**src/rtl/core/iplpm_pkg.sv**
```systemverilog
// ----------------------------------------------------------------------------
// IPv4 LPM table - shared package
// Command and status codes, the probe word that walks the cell row, the
// commit word sent to one cell and the prefix mask helper.
// ----------------------------------------------------------------------------
package iplpm_pkg;

    localparam int ADDR_W = 32;
    localparam int LEN_W  = 6;

    typedef enum logic [1:0] {
        CMD_ADD   = 2'd0,
        CMD_DEL   = 2'd1,
        CMD_QUERY = 2'd2,
        CMD_NOP   = 2'd3
    } t_cmd;

    typedef enum logic [1:0] {
        ST_DONE    = 2'd0,
        ST_PRESENT = 2'd1,
        ST_ABSENT  = 2'd2,
        ST_FULL    = 2'd3
    } t_status;

    localparam logic signed [6:0] NO_MATCH = -7'sd1;

    // Word carried from cell to cell, one hop per cycle
    typedef struct packed {
        logic              active;
        t_cmd              cmd;
        logic [ADDR_W-1:0] addr;      // raw address, used by queries
        logic [ADDR_W-1:0] base;      // address masked to len
        logic [LEN_W-1:0]  len;       // saturated length
        logic              hit;       // exact prefix seen so far
        logic              free_seen; // an empty slot seen so far
        logic              best_ok;   // some entry matched the query
        logic [LEN_W-1:0]  best_len;
    } t_probe;

    // Write into one cell once the probe has left the row
    typedef struct packed {
        logic              set;
        logic              clr;
        logic [ADDR_W-1:0] base;
        logic [LEN_W-1:0]  len;
    } t_commit;

    // Top len bits set; len is at most ADDR_W
    function automatic logic [ADDR_W-1:0] len_mask(input logic [LEN_W-1:0] len);
        len_mask = ~({ADDR_W{1'b1}} >> len);
    endfunction

endpackage

```
**src/rtl/core/iplpm_cell.sv**
```systemverilog
// ----------------------------------------------------------------------------
// IPv4 LPM table - table cell
// Holds one prefix slot. Compares the passing probe word against its slot,
// updates the running hit / free / best fields and hands the word on.
// ----------------------------------------------------------------------------
module iplpm_cell #(
    parameter int IDX_W   = 6,
    parameter int CELL_ID = 0
) (
    input  logic                 i_clk,
    input  logic                 i_rst_n,
    input  iplpm_pkg::t_probe    i_probe,
    input  logic [IDX_W-1:0]     i_hit_idx,
    input  logic [IDX_W-1:0]     i_free_idx,
    output iplpm_pkg::t_probe    o_probe,
    output logic [IDX_W-1:0]     o_hit_idx,
    output logic [IDX_W-1:0]     o_free_idx,
    input  logic                 i_wr_en,
    input  iplpm_pkg::t_commit   i_commit
);
    import iplpm_pkg::*;

    localparam logic [IDX_W-1:0] MY_IDX = IDX_W'(CELL_ID);

    logic              r_valid;
    logic              r_active;
    logic [ADDR_W-1:0] r_addr;
    logic [LEN_W-1:0]  r_len;

    t_probe            r_probe, n_probe;
    logic [IDX_W-1:0]  r_hit_idx, n_hit_idx;
    logic [IDX_W-1:0]  r_free_idx, n_free_idx;

    logic              w_exact;
    logic              w_qmatch;

    assign w_exact  = r_valid && (r_len == i_probe.len) && (r_addr == i_probe.base);
    assign w_qmatch = r_valid && ((i_probe.addr & len_mask(r_len)) == r_addr);

    always_comb begin
        n_probe    = i_probe;
        n_hit_idx  = i_hit_idx;
        n_free_idx = i_free_idx;
        if (w_exact) begin
            n_probe.hit = 1'b1;
            n_hit_idx   = MY_IDX;
        end
        if (!r_valid && !i_probe.free_seen) begin
            n_probe.free_seen = 1'b1;
            n_free_idx        = MY_IDX;
        end
        if (w_qmatch && (!i_probe.best_ok || (r_len > i_probe.best_len))) begin
            n_probe.best_ok  = 1'b1;
            n_probe.best_len = r_len;
        end
    end

    always_ff @(posedge i_clk) begin
        if (!i_rst_n) begin
            r_valid  <= 1'b0;
            r_active <= 1'b0;
        end else begin
            r_active <= n_probe.active;
            if (i_wr_en && i_commit.set) begin
                r_valid <= 1'b1;
            end else if (i_wr_en && i_commit.clr) begin
                r_valid <= 1'b0;
            end
        end
    end

    // payload, no reset; the active flag comes from r_active
    always_ff @(posedge i_clk) begin
        r_probe    <= n_probe;
        r_hit_idx  <= n_hit_idx;
        r_free_idx <= n_free_idx;
        if (i_wr_en && i_commit.set) begin
            r_addr <= i_commit.base;
            r_len  <= i_commit.len;
        end
    end

    always_comb begin
        o_probe        = r_probe;
        o_probe.active = r_active;
    end

    assign o_hit_idx  = r_hit_idx;
    assign o_free_idx = r_free_idx;

endmodule

```
**config.mk**
```make
export PLATFORM = sky130hd
export DESIGN_NAME = iplpm_cell
export DESIGN_NICKNAME = d
export VERILOG_FILES = /design/src/rtl/core/iplpm_pkg.sv /design/src/rtl/core/iplpm_cell.sv
export SDC_FILE = /design/constraint.sdc
export NUM_CORES = 1
export LEC_CHECK = 0
export BUFFER_PORTS_ARGS = -buffer_cell sky130_fd_sc_hd__buf_2
export CORE_MARGIN = 2
export CORE_UTILIZATION = 42
export CTS_CLUSTER_SIZE = 40
export DETAILED_ROUTE_END_ITERATION = 8
export PLACE_DENSITY = 0.76
export SYNTH_ARGS = -nofsm -noshare
export SYNTH_HDL_FRONTEND = slang
export SYNTH_SLANG_ARGS = --single-unit
```
**constraint.sdc**
```tcl
create_clock -name i_clk -period 2.5 [get_ports i_clk]
set_clock_uncertainty 0.05 [all_clocks]
set_input_delay 0.25 -clock i_clk [delete_from_list [all_inputs] [get_ports i_clk]]
set_output_delay 0.25 -clock i_clk [all_outputs]
set_load 0.05 [all_outputs]
```
==> run metrics <==
status=finished with violations; failing checks=setup timing; Avg Synthesized Cell Area=~12 um2; NumNets Final=966; hold path start=i_probe[6]; layout cells sized above 1=roughly two fifths; Ports=231; post-synthesis cell type count=54; worst path cell trace=buf_4, nor2_1, buf_4, a21oi_1, a21oi_1, o2111ai_1, a2111oi_4, nand4_4, mux2_4; crit path launch type=flip-flop; Syn Nets=around 560; Rel. slew slack=about a third; worst hold path type=primary input to flip-flop; Tot Pwr=5.91 mW; full die area=12700 um2; worst skew pair latency=0.43 ns; cell count after synthesis=412; H-tree depth reported by CTS=4; CP max stage cell=edfxtp_1; max-slew violations=0; vias in the first global route=5273; cts bufs inserted=17; Pleak=~3.9 nW; Initial Util=a little over two fifths; worst vdd rail ir drop=0.866 mV; area share of the largest cell type after synthesis=a little under two fifths; fmax=around 380 MHz; Root Buffer=clkbuf_16; Post-Route WL=18000 um; count of final setup violators=6; Inst Count DP=a little over 800; antenna violations before repair=1; DP Wirelength=between 10000 and 15000 um; post-synthesis sequential area ratio=between 60 and 70%; crit path from=r_len[4]; critical path required time=2.76 ns; Final Hold Fails=0; vias per cell=between 4 and 5; row count=39; Critical Path End Type=flip-flop; Die Wd=roughly 110 um; synthesized area=roughly 5000 um2; I/O Buffers=230; register bit total from synthesis=approximately 130; Max Cap Violations=0; first-pass GRT wire length=around 28000 um; routed via count=4837; Pre-Repair DR Iteration Count=5; RSZ-0062 raised after global routing=yes; top cell type by total area after synthesis=dfxtp_1; Avg WL per Cell=~18 um; worst slew pin tran=between 1 and 1.5 ns; GP Congestion=~0.92; ys flop type=dfxtp_1; WS Path Type=flip-flop to flip-flop; DRC violations left=0; Core Util, Final=about three quarters; worst path bufs/invs=2; Setup WS post-layout=-0.147 ns; Antenna Nets Post-Route=0; Multi-input gate area=~1800 um2; clk sinks=~130; Synth async-reset ratio=0%; pwr dens=slightly below 700 nW/um2; Reg area=3040 um2; non-filler cells, final=slightly below 1000; Worst Path Max Fanout=7; EDFF count, synth=38; # fillers=between 700 and 800; yosys warns=0; cell family with most CP delay=compound AO/OA/AOI/OAI gates; Final min period=between 2 and 3 ns; global route total overflow=0; Area contributors post-synth=dfxtp_1, edfxtp_1, xor2_1, xnor2_1, nand2b_1; CTS tree=yes; Clock transition at path regs=0.06 ns; clock buffer depth=2; Tcrit/Tclk final=106%; largest net degree at the start of global routing=40; GRT Overall Usage=between 20 and 30%; P&R area growth vs syn=72.5%; core area=11500 um2; RR Startpoint=r_len[4]; die height=113 um; CP peak stage delay=around 0.48 ns; Worst Path Arrival=around 2.9 ns; DR iter-0 viols=301
## worst register-to-register path, cell delays in order (launching register included)
cell,delay [ns]
edfxtp_1,0.48
buf_4,0.22
nor2_1,0.26
buf_4,0.20
a21oi_1,0.07
a21oi_1,0.13
o2111ai_1,0.17
a2111oi_4,0.40
nand4_4,0.21
mux2_4,0.34
## final cells by class
cell class,instances,area share (%)
inverters,23,1.01
well taps,143,2.09
multi-input cells,242,21.2
clock inverters,10,0.775
diodes,1,0.0292
repair buffers,406,33.5
flip-flops and latches,133,35.6
clock buffers,22,5.81
## worst paths after layout
check	cells past startpoint	end	slack (ns)
worst max register to register	9	o_probe[1]	-0.15
worst min-delay path	2	o_probe[6]	0.01
worst max-delay path	9	o_probe[1]	-0.15
worst min register to register	2	o_probe[7]	0.53
## synth_stat cells, drive strengths merged, types with 10 or more instances
master  number
nor4        14
nor2b       10
dfxtp       95
buf         10
edfxtp      38
nand4       11
nand2       13
xor2        36
inv         23
a21oi       14
nand2b      14
o21ai       17
xnor2       14
## kinds of logic (layout without fill, tap and decap cells)
| kind of cell | count (synthesis) | in the layout | synth area share, % |
|---|---|---|---|
| and+or+nand+nor | 103 | 103 | 12.7 |
| buffers and inverters | 37 | 461 | 3.30 |
| xor gates and xnor gates | 50 | 50 | 8.83 |
| DFF | 133 | 133 | 61.3 |
| adders and majority gates | 6 | 6 | 1.51 |
| muxes | 9 | 9 | 2.22 |
| other | 0 | 1 | 0 |
| AOI/OAI and AO/OA | 74 | 74 | 10.1 |
## what timing repair did
item	CTS	global route
endpoints found under the setup margin	6	13
gates resized for setup	11	12
pin swaps	3	6
gates cloned	0	0
hold endpoints to repair	125	0
hold buffers	125	0
buffers inserted	7	3
## through the flow
| stage | setup TNS, ns | hold WS [ns] | instance area, um2 | worst slack (ns) |
|---|---|---|---|---|
| after global routing | -1.50 | 0.00659 | 8560 | -0.254 |
| after floorplan | 0 | 0.228 | 4990 | 0.0187 |
| after CTS | -0.708 | 0.000926 | 8480 | -0.128 |
| final | -0.818 | 0.0106 | 8560 | -0.147 |
| after detailed placement | -1.10 | 0.304 | 6580 | -0.194 |
| after global placement | -0.956 | 0.304 | 6580 | -0.170 |
## per-layer routing
layer	vias to the layer above	GRT usage (%)	part of all wire [%]
met3	45	8.05	7.2
li1	2292	-	-
met5	-	0	0
met2	227	51.8	51
met4	0	13.2	3.2
met1	2273	31.4	38
## cells in the final DEF, fill, tap and decap left out, types with 3 or more instances in the layout
cell type      synthesis  layout
buf_2                  5     230
dlygate4sd3_1          0     125
dfxtp_1               95      95
edfxtp_1              38      38
buf_4                  3      37
xor2_1                36      36
inv_1                 23      23
clkbuf_16              0      19
o21ai_0               17      15
nand2b_1              14      14
xnor2_1               14      14
a21oi_1               14      13
nand2_1               13      12
buf_6                  1      11
nor2b_1               10      10
nand4_1               10      10
nor4_1                12      10
nor2_1                 9       8
o22ai_1                8       8
nand3_1                8       7
and2_1                 8       7
and3_1                 6       6
a21boi_0               6       6
ha_1                   6       6
mux2i_1                5       5
mux2_4                 4       4
inv_4                  0       4
o21a_1                 3       3
nor3b_1                3       3
a211oi_1               4       3
nor4_2                 1       3
clkinv_2               0       3
buf_12                 0       3
## sequential cells by signal, indices dropped and copies added, names as in the netlist
register,count
o_free_idx,6
o_hit_idx,6
o_probe,81
r_active,1
r_addr,32
r_len,6
r_valid,1
## power breakdown
part | internal, mW | switching (mW) | total [mW] | leakage (nW)
Clock | 1.41 | 0.957 | 2.37 | 0.286
Sequential | 2.35 | 0.0749 | 2.43 | 1.16
Combinational | 0.469 | 0.641 | 1.11 | 2.48
Total | 4.23 | 1.67 | 5.91 | 3.93
No activity file was read; power rests on OpenSTA's default activity.
